[config.mk]
export PLATFORM = sky130hd
export DESIGN_NAME = multi_waveform_phase_generator
export DESIGN_NICKNAME = d
export VERILOG_FILES = /design/src/rtl/core/mwpg_pkg.sv /design/src/rtl/core/mwpg_state.sv /design/src/rtl/core/mwpg_shape.sv /design/src/rtl/core/mwpg_scale.sv /design/src/rtl/core/multi_waveform_phase_generator.sv
export SDC_FILE = /design/constraint.sdc
export NUM_CORES = 1
export LEC_CHECK = 0
export ABC_CLOCK_PERIOD_IN_PS = 9660
export BUFFER_PORTS_ARGS = -buffer_cell sky130_fd_sc_hd__buf_2
export CORE_MARGIN = 5
export CORE_UTILIZATION = 40
export DETAILED_ROUTE_END_ITERATION = 10
export HOLD_SLACK_MARGIN = 0.15
export SYNTH_ARGS = -nofsm -noshare
export SYNTH_HDL_FRONTEND = slang
export SYNTH_SLANG_ARGS = --single-unit
[constraint.sdc]
create_clock -name i_clk -period 9.66 [get_ports i_clk]
set_clock_uncertainty 0.15 [all_clocks]
set_input_delay 1.932 -clock i_clk [delete_from_list [all_inputs] [get_ports i_clk]]
set_output_delay 1.932 -clock i_clk [all_outputs]
set_load 0.02 [all_outputs]
[src/rtl/core/mwpg_pkg.sv]
`timescale 1ns / 1ps
package mwpg_pkg;

    // field widths
    localparam int ELAPSED_W = 16;
    localparam int SAMPLE_W  = 16;
    localparam int AMP_W     = 15;
    localparam int STEP_W    = 9;
    localparam int PERIOD_W  = 24;
    localparam int TIMER_W   = 32;
    localparam int PHASE_W   = 9;
    localparam int CFG_IDX_W = 3;
    localparam int CFG_DAT_W = 24;

    // configuration register indexes
    localparam logic [CFG_IDX_W-1:0] CFG_AMPLITUDE   = 3'd0;
    localparam logic [CFG_IDX_W-1:0] CFG_SLOW_STEP   = 3'd1;
    localparam logic [CFG_IDX_W-1:0] CFG_FAST_STEP   = 3'd2;
    localparam logic [CFG_IDX_W-1:0] CFG_TRI_STEP    = 3'd3;
    localparam logic [CFG_IDX_W-1:0] CFG_SQUARE_STEP = 3'd4;
    localparam logic [CFG_IDX_W-1:0] CFG_PERIOD      = 3'd5;

    // register reset values
    localparam logic [AMP_W-1:0]    RST_AMPLITUDE = 15'd55;
    localparam logic [STEP_W-1:0]   RST_SLOW_STEP = 9'd5;
    localparam logic [STEP_W-1:0]   RST_FAST_STEP = 9'd14;
    localparam logic [STEP_W-1:0]   RST_TRI_STEP  = 9'd5;
    localparam logic [STEP_W-1:0]   RST_SQR_STEP  = 9'd5;
    localparam logic [PERIOD_W-1:0] RST_PERIOD    = 24'd8000;

    typedef enum logic [1:0] {
        MODE_SLOW_SINE = 2'd0,
        MODE_FAST_SINE = 2'd1,
        MODE_TRIANGLE  = 2'd2,
        MODE_SQUARE    = 2'd3
    } t_wave;

    typedef struct packed {
        logic [AMP_W-1:0]    amplitude;
        logic [STEP_W-1:0]   slow_step;
        logic [STEP_W-1:0]   fast_step;
        logic [STEP_W-1:0]   tri_step;
        logic [STEP_W-1:0]   square_step;
        logic [PERIOD_W-1:0] period;
    } t_cfg;

    // pipeline handshake controls
    typedef struct packed {
        logic s1_load;
        logic s2_load;
        logic s3_load;
    } t_pipe_ctl;

    // item after the state update
    typedef struct packed {
        t_wave              mode;
        logic [PHASE_W-1:0] phase;
        logic               changed;
    } t_s1;

    // item after the shape lookup
    typedef struct packed {
        t_wave            mode;
        logic [AMP_W-1:0] mag;
        logic             neg;
        logic             changed;
    } t_s2;

    // quarter wave sine, entries 0..128
    typedef logic [128:0][AMP_W-1:0] t_sine_qtr;

    localparam logic [63:0] PI_Q62 = 64'hC90FDAA22168C234;
    localparam logic [63:0] TAYLOR_DIV [13] = '{
        64'd6, 64'd20, 64'd42, 64'd72, 64'd110, 64'd156, 64'd210,
        64'd272, 64'd342, 64'd420, 64'd506, 64'd600, 64'd702
    };

    // (a*b) >> 62, low 64 bits
    function automatic logic [63:0] mul_q62(input logic [63:0] a, input logic [63:0] b);
        logic [127:0] p;
        p = {64'd0, a} * {64'd0, b};
        return p[125:62];
    endfunction

    // round(32767*sin(pi*r/256)) by a fixed point series, elaboration only
    function automatic logic [AMP_W-1:0] quarter_sine(input int unsigned r);
        logic [63:0] x;
        logic [63:0] x2;
        logic [63:0] term;
        logic [63:0] pos;
        logic [63:0] negs;
        logic [63:0] s;
        logic [63:0] v;
        logic [63:0] y;
        int          i;
        x    = (PI_Q62 >> 8) * 64'(r & 32'hFF);
        x2   = mul_q62(x, x);
        term = x;
        pos  = 64'd0;
        negs = 64'd0;
        for (i = 0; i < 13; i++) begin
            if ((i & 1) == 0) begin
                pos = pos + term;
            end else begin
                negs = negs + term;
            end
            term = mul_q62(term, x2) / TAYLOR_DIV[i];
        end
        s = (pos >= negs) ? pos - negs : 64'd0;
        v = s >> 22;
        y = (v * 64'd32767 + (64'd1 << 39)) >> 40;
        return y[AMP_W-1:0];
    endfunction

    function automatic t_sine_qtr build_sine_qtr();
        t_sine_qtr qtab;
        int        k;
        for (k = 0; k <= 128; k++) begin
            qtab[k] = quarter_sine(k);
        end
        return qtab;
    endfunction

    localparam t_sine_qtr SINE_QTR = build_sine_qtr();

endpackage

[src/rtl/core/mwpg_state.sv]
`timescale 1ns / 1ps
module mwpg_state (
    input  logic                              i_clk,
    input  logic                              i_rst_n,
    input  logic                              i_accept,
    input  logic [mwpg_pkg::ELAPSED_W-1:0]    i_elapsed_ms,
    input  mwpg_pkg::t_cfg                    i_cfg,
    input  mwpg_pkg::t_pipe_ctl               i_ctl,
    output logic                              o_s1_valid,
    output mwpg_pkg::t_s1                     o_s1
);

    logic [mwpg_pkg::TIMER_W-1:0] r_timer;
    logic [mwpg_pkg::TIMER_W-1:0] n_timer;
    mwpg_pkg::t_wave              r_mode;
    mwpg_pkg::t_wave              n_mode;
    logic [mwpg_pkg::PHASE_W-1:0] r_phase;
    logic [mwpg_pkg::PHASE_W-1:0] n_phase;
    logic                         r_s1_valid;
    mwpg_pkg::t_s1                r_s1;
    logic [mwpg_pkg::TIMER_W-1:0] sum;
    logic                         hit;
    logic                         fire;
    logic [mwpg_pkg::STEP_W-1:0]  step;
    logic [mwpg_pkg::PHASE_W-1:0] base;

    // a zero tick is taken but changes nothing
    assign fire = i_accept && (i_elapsed_ms != '0);

    // timer add and switch check
    assign sum = r_timer + {{(mwpg_pkg::TIMER_W-mwpg_pkg::ELAPSED_W){1'b0}}, i_elapsed_ms};
    assign hit = sum >= {{(mwpg_pkg::TIMER_W-mwpg_pkg::PERIOD_W){1'b0}}, i_cfg.period};

    always_comb begin
        n_mode = hit ? mwpg_pkg::t_wave'(r_mode + 2'd1) : r_mode;
        base   = hit ? '0 : r_phase;
        unique case (n_mode)
            mwpg_pkg::MODE_SLOW_SINE: step = i_cfg.slow_step;
            mwpg_pkg::MODE_FAST_SINE: step = i_cfg.fast_step;
            mwpg_pkg::MODE_TRIANGLE:  step = i_cfg.tri_step;
            mwpg_pkg::MODE_SQUARE:    step = i_cfg.square_step;
            default:                  step = i_cfg.square_step;
        endcase
        n_phase = base + step;
        n_timer = hit ? '0 : sum;
    end

    // generator state
    always_ff @(posedge i_clk) begin
        if (!i_rst_n) begin
            r_timer <= '0;
            r_mode  <= mwpg_pkg::MODE_SLOW_SINE;
            r_phase <= '0;
        end else if (fire) begin
            r_timer <= n_timer;
            r_mode  <= n_mode;
            r_phase <= n_phase;
        end
    end

    // stage one register
    always_ff @(posedge i_clk) begin
        if (!i_rst_n) begin
            r_s1_valid <= 1'b0;
        end else if (i_ctl.s1_load) begin
            r_s1_valid <= fire;
        end
    end

    always_ff @(posedge i_clk) begin
        if (i_ctl.s1_load) begin
            r_s1.mode    <= n_mode;
            r_s1.phase   <= n_phase;
            r_s1.changed <= hit;
        end
    end

    assign o_s1_valid = r_s1_valid;
    assign o_s1       = r_s1;

    // switch clears the timer
    a_switch_clears_timer: assert property (@(posedge i_clk) disable iff (!i_rst_n)
        (fire && hit) |=> (r_timer == '0))
        else $error("timer not cleared on waveform switch");

    // state holds without a nonzero tick
    a_state_holds: assert property (@(posedge i_clk) disable iff (!i_rst_n)
        !fire |=> ($stable(r_timer) && $stable(r_mode) && $stable(r_phase)))
        else $error("generator state moved without a tick");

    // a zero tick never produces a stage one item
    a_zero_tick_no_item: assert property (@(posedge i_clk) disable iff (!i_rst_n)
        (i_accept && (i_elapsed_ms == '0)) |=> !r_s1_valid)
        else $error("zero tick produced an item");

endmodule

[src/rtl/core/mwpg_shape.sv]
`timescale 1ns / 1ps
module mwpg_shape (
    input  logic                 i_clk,
    input  logic                 i_rst_n,
    input  mwpg_pkg::t_pipe_ctl  i_ctl,
    input  logic                 i_s1_valid,
    input  mwpg_pkg::t_s1        i_s1,
    output logic                 o_s2_valid,
    output mwpg_pkg::t_s2        o_s2
);

    logic                        r_s2_valid;
    mwpg_pkg::t_s2               r_s2;
    mwpg_pkg::t_s2               n_s2;
    logic [6:0]                  low;
    logic [7:0]                  qidx;
    logic [7:0]                  rev;

    assign low  = i_s1.phase[6:0];
    assign rev  = 8'd128 - {1'b0, low};
    assign qidx = i_s1.phase[7] ? rev : {1'b0, low};

    // magnitude and sign for each waveform
    always_comb begin
        n_s2.mode    = i_s1.mode;
        n_s2.changed = i_s1.changed;
        case (i_s1.mode) inside
            mwpg_pkg::MODE_SLOW_SINE, mwpg_pkg::MODE_FAST_SINE: begin
                n_s2.mag = mwpg_pkg::SINE_QTR[qidx];
                n_s2.neg = i_s1.phase[8];
            end
            mwpg_pkg::MODE_TRIANGLE: begin
                // rising half below 256, falling half above
                if (i_s1.phase[7]) begin
                    n_s2.mag = {8'd0, low};
                    n_s2.neg = i_s1.phase[8];
                end else begin
                    n_s2.mag = {7'd0, rev};
                    n_s2.neg = !i_s1.phase[8];
                end
            end
            default: begin
                n_s2.mag = '0;
                n_s2.neg = i_s1.phase[8];
            end
        endcase
    end

    always_ff @(posedge i_clk) begin
        if (!i_rst_n) begin
            r_s2_valid <= 1'b0;
        end else if (i_ctl.s2_load) begin
            r_s2_valid <= i_s1_valid;
        end
    end

    always_ff @(posedge i_clk) begin
        if (i_ctl.s2_load) begin
            r_s2 <= n_s2;
        end
    end

    assign o_s2_valid = r_s2_valid;
    assign o_s2       = r_s2;

endmodule

[src/rtl/core/mwpg_scale.sv]
`timescale 1ns / 1ps
module mwpg_scale (
    input  logic                                 i_clk,
    input  logic                                 i_rst_n,
    input  mwpg_pkg::t_pipe_ctl                  i_ctl,
    input  logic [mwpg_pkg::AMP_W-1:0]           i_amplitude,
    input  logic                                 i_s2_valid,
    input  mwpg_pkg::t_s2                        i_s2,
    output logic                                 o_valid,
    output logic signed [mwpg_pkg::SAMPLE_W-1:0] o_sample,
    output logic [1:0]                           o_wave_mode,
    output logic                                 o_mode_changed
);

    logic                                 r_valid;
    logic signed [mwpg_pkg::SAMPLE_W-1:0] r_sample;
    logic signed [mwpg_pkg::SAMPLE_W-1:0] n_sample;
    logic [1:0]                           r_mode;
    logic                                 r_changed;
    logic [2*mwpg_pkg::AMP_W-1:0]         prod;
    logic [mwpg_pkg::AMP_W-1:0]           res;
    logic [mwpg_pkg::SAMPLE_W-1:0]        res_ext;

    // amplitude scaling, sine by 1/32768 and triangle by 1/128; square uses the amplitude as is
    assign prod = {{mwpg_pkg::AMP_W{1'b0}}, i_s2.mag} * {{mwpg_pkg::AMP_W{1'b0}}, i_amplitude};

    always_comb begin
        case (i_s2.mode) inside
            mwpg_pkg::MODE_SLOW_SINE, mwpg_pkg::MODE_FAST_SINE: res = prod[29:15];
            mwpg_pkg::MODE_TRIANGLE:                            res = prod[21:7];
            default:                                            res = i_amplitude;
        endcase
        res_ext  = {1'b0, res};
        n_sample = i_s2.neg ? -$signed(res_ext) : $signed(res_ext);
    end

    // output register
    always_ff @(posedge i_clk) begin
        if (!i_rst_n) begin
            r_valid <= 1'b0;
        end else if (i_ctl.s3_load) begin
            r_valid <= i_s2_valid;
        end
    end

    always_ff @(posedge i_clk) begin
        if (i_ctl.s3_load) begin
            r_sample  <= n_sample;
            r_mode    <= i_s2.mode;
            r_changed <= i_s2.changed;
        end
    end

    assign o_valid        = r_valid;
    assign o_sample       = r_sample;
    assign o_wave_mode    = r_mode;
    assign o_mode_changed = r_changed;

endmodule

[src/rtl/core/multi_waveform_phase_generator.sv]
`timescale 1ns / 1ps
// a nonzero tick passes the stage one, stage two and output registers before o_valid rises
// throughput: one tick per cycle; a held output stalls the input once all three stages are full
// a tick of zero is taken and gives no sample
// reset (i_rst_n low, synchronous) restores register defaults, slow sine, phase and timer zero
// reset empties the pipeline; no clearing pass, the block is ready right after reset
module multi_waveform_phase_generator (
    input  logic                                 i_clk,
    input  logic                                 i_rst_n,
    input  logic                                 i_valid,
    output logic                                 o_ready,
    input  logic [mwpg_pkg::ELAPSED_W-1:0]       i_elapsed_ms,
    output logic                                 o_valid,
    input  logic                                 i_ready,
    output logic signed [mwpg_pkg::SAMPLE_W-1:0] o_sample,
    output logic [1:0]                           o_wave_mode,
    output logic                                 o_mode_changed,
    input  logic                                 i_cfg_we,
    input  logic [mwpg_pkg::CFG_IDX_W-1:0]       i_cfg_index,
    input  logic [mwpg_pkg::CFG_DAT_W-1:0]       i_cfg_data
);

    mwpg_pkg::t_cfg      r_cfg;
    mwpg_pkg::t_pipe_ctl ctl;
    mwpg_pkg::t_s1       s1;
    mwpg_pkg::t_s2       s2;
    logic                s1_valid;
    logic                s2_valid;
    logic                accept;

    // configuration registers
    always_ff @(posedge i_clk) begin
        if (!i_rst_n) begin
            r_cfg.amplitude   <= mwpg_pkg::RST_AMPLITUDE;
            r_cfg.slow_step   <= mwpg_pkg::RST_SLOW_STEP;
            r_cfg.fast_step   <= mwpg_pkg::RST_FAST_STEP;
            r_cfg.tri_step    <= mwpg_pkg::RST_TRI_STEP;
            r_cfg.square_step <= mwpg_pkg::RST_SQR_STEP;
            r_cfg.period      <= mwpg_pkg::RST_PERIOD;
        end else if (i_cfg_we) begin
            unique case (i_cfg_index)
                mwpg_pkg::CFG_AMPLITUDE:   r_cfg.amplitude   <= i_cfg_data[14:0];
                mwpg_pkg::CFG_SLOW_STEP:   r_cfg.slow_step   <= i_cfg_data[8:0];
                mwpg_pkg::CFG_FAST_STEP:   r_cfg.fast_step   <= i_cfg_data[8:0];
                mwpg_pkg::CFG_TRI_STEP:    r_cfg.tri_step    <= i_cfg_data[8:0];
                mwpg_pkg::CFG_SQUARE_STEP: r_cfg.square_step <= i_cfg_data[8:0];
                mwpg_pkg::CFG_PERIOD:      r_cfg.period      <= i_cfg_data;
                default: ;
            endcase
        end
    end

    // stall chain: a stage loads when it is empty or its content moves on
    always_comb begin
        ctl.s3_load = !o_valid || i_ready;
        ctl.s2_load = !s2_valid || ctl.s3_load;
        ctl.s1_load = !s1_valid || ctl.s2_load;
    end

    assign o_ready = ctl.s1_load;
    assign accept  = i_valid && o_ready;

    mwpg_state u_state (
        .i_clk        (i_clk),
        .i_rst_n      (i_rst_n),
        .i_accept     (accept),
        .i_elapsed_ms (i_elapsed_ms),
        .i_cfg        (r_cfg),
        .i_ctl        (ctl),
        .o_s1_valid   (s1_valid),
        .o_s1         (s1)
    );

    mwpg_shape u_shape (
        .i_clk      (i_clk),
        .i_rst_n    (i_rst_n),
        .i_ctl      (ctl),
        .i_s1_valid (s1_valid),
        .i_s1       (s1),
        .o_s2_valid (s2_valid),
        .o_s2       (s2)
    );

    mwpg_scale u_scale (
        .i_clk          (i_clk),
        .i_rst_n        (i_rst_n),
        .i_ctl          (ctl),
        .i_amplitude    (r_cfg.amplitude),
        .i_s2_valid     (s2_valid),
        .i_s2           (s2),
        .o_valid        (o_valid),
        .o_sample       (o_sample),
        .o_wave_mode    (o_wave_mode),
        .o_mode_changed (o_mode_changed)
    );

endmodule
# ---- Yosys cells after proc, flatten, opt, wreduce, memory -nomap -nowiden
# Memory sizes are Yosys's and may differ from the RTL's.
# Index checks and enable logic that the tools add are counted.
dict set report word_totals {
  register_bits 171
  romBits 3840
  in_bits 48
  output_inout_bits 21
  elab_cells 78
  n_memories 1
}
dict set report op_classes {
  addsub 5
  mul 1
  magnitude_cmp 2
  eq_ne 12
  n_mux 12
  n_reduce_logical 22
}
# memory depth width read_ports rd_ports_with_merged_regs write_ports line
set mem_list {}
lappend mem_list {{(name not given)} 256 15 1 0 0 mwpg_shape.sv:29} ;# n_s2.mag = mwpg_pkg::SINE_QTR[qidx];
# op count
set ops {}
lappend ops {{$mux W15} 4}
lappend ops {{$pmux W9 S4} 1}
lappend ops {{$add A32 B16 Y32} 1}
lappend ops {{$ge A32 B24 Y1} 1}
lappend ops {{$mux W16} 2}
lappend ops {{$mux W32} 1}
lappend ops {{$mul A15 B15 Y30} 1}
lappend ops {{$mux W9} 2}
lappend ops {{$neg A15 Y16} 1}
lappend ops {{$reduce_bool A16 Y1} 1}
lappend ops {{$reduce_and A2 Y1} 6}
lappend ops {{$add A9 B9 Y9} 1}
lappend ops {{$lt A8 B9 Y1 const B} 1}
lappend ops {{$eq A2 B2 Y1 const B} 4}
lappend ops {{$mux W8} 1}
lappend ops {{$sub A8 B7 Y8 const A} 1}
lappend ops {{$eq A2 B1 Y1 const B} 3}
lappend ops {{$eq A3 B2 Y1 const B} 2}
lappend ops {{$eq A3 B3 Y1 const B} 2}
lappend ops {{$logic_not A2 Y1} 3}
lappend ops {{$logic_not A1 Y1} 4}
lappend ops {{$reduce_or A2 Y1} 2}
lappend ops {{$eq A3 B1 Y1 const B} 1}
lappend ops {{$logic_not A3 Y1} 1}
lappend ops {{other kinds (4)} 7}

# ---- Logic depth before layout (Yosys ltp)
# Gate-level depths: netlist of run 1.
dict set report depth {
  ltp_word 6
  depth_mapped 38
  ltp_nobuf 36
}

# ---- Modules after synthesis
# Synthesis of run 1 repeated with hierarchy kept, for this count alone.
dict set report unflattened {
  cells_unflattened 2521
  area_unflattened_um2 20812.5
}
# module n_inst cells_per_inst area_each_um2 seq_area_each_um2
set modules_own_cells {}
lappend modules_own_cells {mwpg_scale 1 1038 9093.7 590.6}
lappend modules_own_cells {mwpg_state 1 623 4875.9 1241.2}
lappend modules_own_cells {mwpg_shape 1 566 3880.0 590.6}
lappend modules_own_cells {multi_waveform_phase_generator 1 294 2962.8 1501.4}

# ---- Least setup slack after synthesis of run 1
# OpenSTA, ideal clock, no wires.
dict set report synth_path {
  path_kind {input -> register}
  start {input i_elapsed_ms[0] (netlist bit)}
  end {register u_state.r_phase[8] (netlist bit)}
  setup_ps 122
  t_arrival_ps 8066
  required_ps 9388
  setup_slack_ps 1322
  cell_stages 37
  n_path_buf 1
  path_cell_list {ha_1 > inv_1 > fa_1 > or2b_1 > a2111oi_4 > o21ai_0 > nand2b_1 > and2_1 > a21oi_1 > nor2_1 > nand3_1 > xnor2_1 > ha_1 > nand4_1 > nor2_1 > nand2_1 > nor2_1 > a21oi_1 > o2111a_2 > nand3_4 > clkbuf_1 > o221ai_1 > o21ai_0 > a21boi_0 > ha_1 > fa_1 > a21oi_1 > nor2_1 > nor2_1 > o21bai_1 > a21oi_1 > nor2b_1 > o21a_1 > nor2_1 > xnor2_1 > o21ai_0 > a311o_1}
}
dict set report synth_via {
  elab_chain_cells 6
  word_cells_on_any_way 12
  classes_between {2 x add/sub; 1 x order compare; 3 x eq/ne; 3 x mux; 3 x reduce/logical}
}
# item line
set synth_rtl {}
lappend synth_rtl {{start, declared} multi_waveform_phase_generator.sv:12} ;# input logic [mwpg_pkg::ELAPSED_W-1:0] i_elapsed_ms,
lappend synth_rtl {{$add A32 B16 Y32} mwpg_state.sv:31} ;# assign sum = r_timer + {{(mwpg_pkg::TIMER_W-mwpg_pkg::ELAPSED_W){1'b0}}, i_elapsed_ms};
lappend synth_rtl {{$ge A32 B24 Y1} mwpg_state.sv:32} ;# assign hit = sum >= {{(mwpg_pkg::TIMER_W-mwpg_pkg::PERIOD_W){1'b0}}, i_cfg.period};
lappend synth_rtl {{$mux W2} mwpg_state.sv:35} ;# n_mode = hit ? mwpg_pkg::t_wave'(r_mode + 2'd1) : r_mode;
lappend synth_rtl {{$eq A2 B2 Y1 (tied with other cells)} mwpg_state.sv:37} ;# unique case (n_mode)
lappend synth_rtl {{$pmux W9 S4} mwpg_state.sv:37}
lappend synth_rtl {{$add A9 B9 Y9} mwpg_state.sv:44} ;# n_phase = base + step;
lappend synth_rtl {{end signal, assigned} mwpg_state.sv:57} ;# r_phase <= n_phase;
lappend synth_rtl {{end, declared} mwpg_state.sv:17} ;# logic [mwpg_pkg::PHASE_W-1:0] r_phase;
# Several ways; a longest one is shown, not always the timed one.
# A chain may end at the register's enable or synchronous reset.

# ---- Worst setup path after layout of run 1
# Ends and elaborated chain as after synthesis.

==> flow_summary.json, run 1 <==
{
  "synth.most_common_cell": "nand2_1",
  "crit_arrival_ns": 8.99,
  "crit_slowest_cell": "fa_1",
  "clock_latency_ns": 0.45,
  "cts_buffers": 17,
  "synth_simple_gate_area_share_pct": 19.8,
  "criticalPathCategory": "input port to flop",
  "die_height_um": 230,
  "start_kind": "input port",
  "clock_path_buffers": 2,
  "ys_top_cells_by_area": "fa_1 (17%), dfxtp_1 (13%), ha_1 (10%)",
  "root_buffer": "clkbuf_16",
  "muxShareOfSynthArea_pct": 1.13,
  "min_period_ns": 8.80,
  "ios": 69,
  "gr-total-overflow": 0,
  "end_kind": "flop",
  "ys_seq_area_share_pct": 20.3,
  "avgSynthCellArea_um2": 8.10,
  "h-tree-depth": 4,
  "finish.instance_area_um2": 20600,
  "period_share_pct": 91.1,
  "synth_ff_type": "dfxtp_1",
  "nNetsFinal": 2713,
  "hold_viol": 0,
  "grt_pass1_wl_mm": 88.0,
  "synth_nets": 2761,
  "row_count": 80,
  "initial_utilization_pct": 40.5,
  "hold_buffers": 0,
  "path_common_cell": "nor2_1",
  "clkTransAtPathRegs_ns": 0.08,
  "cts_num_sinks": 171,
  "placed_area_um2": 20000,
  "tritoncts": "yes",
  "ys_warn_count": 0,
  "hold_path_class": "flop to flop",
  "grt_max_degree": 124,
  "synth_xor_area_share_pct": 3.31,
  "grt_pass1_vias": 16469,
  "synthAdderAreaFrac_pct": 27.8,
  "synth.cell_area_um2": 19300,
  "outcome": "complete, no violations",
  "slew_violations": 0,
  "critPathMaxStageDelay_ns": 0.47,
  "post_cts_buffers": 0,
  "ys_types": 82,
  "viasPerCell": 5.62,
  "wl_per_cell_um": 18.2,
  "max-slew-margin-rel_pct": 23.7,
  "coreArea_um2": 47700,
  "setup_tns_ns": 0,
  "synth-edff-count": 50,
  "rsz0062_at_grt": "false",
  "hpwl_mm": 39.1,
  "dr_total_vias": 16678,
  "synth_top_area_share_pct": 17.4,
  "worst_hold_slack_ns": 0.277,
  "drtIter0Drc": 1423,
  "antenna_found_initial": 2,
  "synth.largest_area_cell": "fa_1",
  "synth_top_family_by_area": "adder cells",
  "ys_ff_latch": 171,
  "dr.pass1.iters": 7,
  "portBuffers": 68,
  "cts_resized": 0,
  "cap_viol_max_count": 0,
  "drc_errors": 0,
  "die_w_um": 230,
  "synth_cells": 2385,
  "drt-total-wl_mm": 53.9,
  "drive_above_1_share_pct": 6.38,
  "die-area_um2": 52800,
  "fmax_mhz": 114,
  "path_max_fanout": 18,
  "worstPathRequired_ns": 9.84,
  "finalSetupViolations": 0,
  "grt_usage_pct": 20.2,
  "ys_async_sr_fraction_pct": 0,
  "synthToLayoutAreaGrowth_pct": 6.81,
  "ant_nets": 0,
  "synth_compound_area_share_pct": 19.8,
  "tightest_slew_ns": 1.14,
  "synth_common_cells": "nand2_1 (398), inv_1 (246), fa_1 (168)",
  "place.gp.congestion": 0.935
}
## metrics by stage
stage	setup slack, ns	cells	util, %
after floorplan	1.32	2385	-
final	0.855	2967	43.2
after CTS	0.833	2965	43.2
after global routing	0.120	2967	43.2
after detailed placement	0.381	2933	42.0
after global placement	0.494	2933	42.0
## layout by cell type (no fill, tap or decap), types with 70 or more instances in the layout
cell and n:
nand2_1 398, nor2_1 122, inv_1 246, fa_1 168
ha_1 160, dfxtp_1 121, o21ai_0 99, nand3_1 70
and2_1 126, a21oi_1 104, a21boi_0 97
## worst max-delay path, delay by kind of cell
kind                       cells  cell delay (ns)
adders and majority gates      5             1.59
xor gates and xnor gates       2             0.36
AOI/OAI and AO/OA             14             2.81
buffers and inverters          2             0.16
and+or+nand+nor               14             2.14
## state kept, by name, summed over array words and instances (netlist names)
register,cells
u_scale.o_mode_changed,1
r_cfg,75
u_state.o_s1,12
u_state.o_s1_valid,1
u_state.r_phase,9
u_scale.o_sample,16
u_scale.o_wave_mode,2
u_state.r_timer,32
u_shape.o_s2_valid,1
u_state.r_mode,2
u_scale.o_valid,1
u_shape.o_s2,19
## cell families after synthesis
logic type,Yosys count
and+or+nand+nor,833
AOI/OAI and AO/OA,556
buffers and inverters,403
adders and majority gates,328
DFF,171
xor gates and xnor gates,73
muxes,21
## per-layer routing
layer / GRT usage (%) / part of all wire [%]
met5: 0 / 0
met4: 4.97 / 2.0
met3: 2.96 / 5.8
met2: 32.8 / 46
met1: 28.4 / 46
## cell type report
class                           instances  area, µm²
Fill cell                            4771      27100
Multi-Input combinational cell       1811      13900
Sequential cell                       171       3920
Inverter                              248        931
Tap cell                              615        769
Timing Repair Buffer                   88        490
Clock buffer                           19        454
Clock inverter                         13        143
Antenna cell                            2       5.00
## worst paths after layout
kind | from | endpoint | slack (ns) | depth (start not counted)
setup / recovery | i_elapsed_ms[0] | u_state.r_phase[8] | 0.86 | 37
hold / removal | u_state.o_s1[0] | u_shape.o_s2[0] | 0.28 | 0
setup reg to reg | u_shape.o_s2[9] | u_scale.o_sample[11] | 1.78 | 23
hold reg to reg | u_state.o_s1[0] | u_shape.o_s2[0] | 0.28 | 0
Power of run 1 is left out: the tool's default activity adds up to more than one toggle a clock period on the data nets, which glitch-free logic cannot reach.
==> run 2, diff against run 1 <==
--- a/config.mk
+++ b/config.mk
@@ -11,6 +11,7 @@
 export CORE_UTILIZATION = 40
 export DETAILED_ROUTE_END_ITERATION = 10
 export HOLD_SLACK_MARGIN = 0.15
+export PLACE_DENSITY_LB_ADDON = 0.15
 export SYNTH_ARGS = -nofsm -noshare
 export SYNTH_HDL_FRONTEND = slang
 export SYNTH_SLANG_ARGS = --single-unit
==> run 2 against run 1 <==
First-iteration DRC count is 23% lower. Sequential cell count stayed put. Critical path type unchanged. Critical endpoint unchanged. Hold slack better by 0.012 ns.
==> flow_summary.json, run 2 (synthesized netlist as in run 1, its figures left out) <==
{
  "reg2regPathDepth": 23,
  "grt_pass1_wl_mm": 89.8,
  "row_count": 80,
  "hold_path_class": "flop to flop",
  "crit_arrival_ns": 8.93,
  "viasPerCell": 5.59,
  "cap_viol_max_count": 0,
  "largest_reg_flops": 75,
  "initial_utilization_pct": 40.5,
  "drt-total-wl_mm": 54.6,
  "path_depth": 37,
  "clock_latency_ns": 0.46,
  "clkTransAtPathRegs_ns": 0.07,
  "cts_num_sinks": 171,
  "end_kind": "flop",
  "min_period_ns": 8.73,
  "slew_violations": 0,
  "r2r_setup_slack_ns": 1.74,
  "nNetsFinal": 2714,
  "die_w_um": 230,
  "setup_tns_ns": 0,
  "hold_buffers": 0,
  "tightest_slew_ns": 1.07,
  "crit_start": "i_elapsed_ms[0]",
  "clock_path_buffers": 2,
  "cts_buffers": 17,
  "portBuffers": 68,
  "grt_usage_pct": 20.7,
  "drc_errors": 0,
  "crit_buf_inv": 2,
  "dr.pass1.iters": 8,
  "layout_commonest_cell": "nand2_1",
  "crit_end": "u_state.r_phase[8]",
  "finish.instance_area_um2": 20700,
  "final_cell_mix": "nand2_1 (398), inv_1 (246), fa_1 (168)",
  "criticalPathCategory": "input port to flop",
  "max-slew-margin-rel_pct": 28.8,
  "root_buffer": "clkbuf_16",
  "die-area_um2": 52800,
  "path_max_fanout": 18,
  "worstPathRequired_ns": 9.85,
  "whs_path_depth": 0,
  "critPathMaxStageDelay_ns": 0.48,
  "finalSetupViolations": 0,
  "place.gp.congestion": 0.949,
  "grt_pass1_vias": 16813,
  "outcome": "complete, no violations",
  "crit_family": "compound AO/OA/AOI/OAI gates",
  "ios": 69,
  "start_kind": "input port",
  "placed_area_um2": 20100,
  "rsz0062_at_grt": "false",
  "crit_slowest_cell": "fa_1",
  "post_cts_buffers": 0,
  "hold_viol": 0,
  "h-tree-depth": 4,
  "dr_total_vias": 16571,
  "drive_above_1_share_pct": 6.34,
  "ant_nets": 0,
  "cts_resized": 0,
  "gr-total-overflow": 0,
  "fmax_mhz": 115,
  "drtIter0Drc": 1089,
  "die_height_um": 230,
  "coreArea_um2": 47700,
  "hpwl_mm": 40.0,
  "grt_max_degree": 124,
  "period_share_pct": 90.4,
  "regMostFlops": "r_cfg",
  "synthToLayoutAreaGrowth_pct": 6.89,
  "antenna_found_initial": 1,
  "r2r_start": "u_shape.o_s2[9]",
  "tritoncts": "yes",
  "reg2reg_to": "u_scale.o_sample[11]",
  "wl_per_cell_um": 18.4,
  "path_common_cell": "nor2_1"
}
[run 2: cell count changes in the layout (fill, tap and decap cells not counted), sizes merged]
| cell | delta |
|---|---|
| buf | +1 |
| bufinv | +1 |
| clkbuf | +4 |
| clkinv | -4 |
| clkinvlp | +1 |
| diode | -1 |
| inv | -2 |
[run 2: final cells by class]
cell class	count	area, µm²
Inverter	248	931
Clock buffer	23	500
Clock inverter	9	95.1
Fill cell	4818	27100
Multi-Input combinational cell	1811	13900
Timing Repair Buffer	89	498
Antenna cell	1	2.50
Tap cell	615	769
Sequential cell	171	3920
[run 2: worst min-delay path by stage]
stage / start / end / slack (ns)
finish: u_state.o_s1[0] / u_shape.o_s2[0] / 0.29
global route: u_shape.o_s2[0] / u_scale.o_mode_changed / 0.30
detailed placement: u_state.o_s1[0] / u_shape.o_s2[0] / 0.28
floorplan: u_shape.o_s2[0] / u_scale.o_mode_changed / 0.25
global placement: u_shape.o_s2[0] / u_scale.o_mode_changed / 0.26
CTS: u_shape.o_s2[0] / u_scale.o_mode_changed / 0.30
[run 2: layer usage]
layer	wire length, µm	track usage (%)
met2	25500	34.2
met5	0	0
met4	1230	5.32
met3	2740	3.16
met1	25200	28.4
[run 2: through the flow]
stage	utilization, %	instances	setup WS [ns]	hold slack, ns
after detailed placement	42.0	2934	0.505	0.281
final	43.3	2967	0.927	0.288
after CTS	43.3	2966	0.968	0.301
after global routing	43.3	2967	0.340	0.299
after floorplan	-	2385	1.32	0.250
after global placement	42.0	2934	0.695	0.256
[run 2: worst reg2reg max path: stages, from the launching register on]
cell and delay (ns):
edfxtp_1 0.71, and2_1 0.33, fa_1 0.54, inv_1 0.06, fa_1 0.53, inv_1 0.05, fa_1 0.51, fa_1 0.44
fa_1 0.54, inv_1 0.05, fa_1 0.52, inv_1 0.04, ha_1 0.36, a21o_1 0.20, a21o_1 0.19, a31o_2 0.24
a21o_1 0.24, a221oi_2 0.30, xor2_1 0.33, a21oi_1 0.20, or3_1 0.46, nand4bb_1 0.32, o31ai_2 0.27, xor2_1 0.09
Power of run 2 is left out for the same reason.
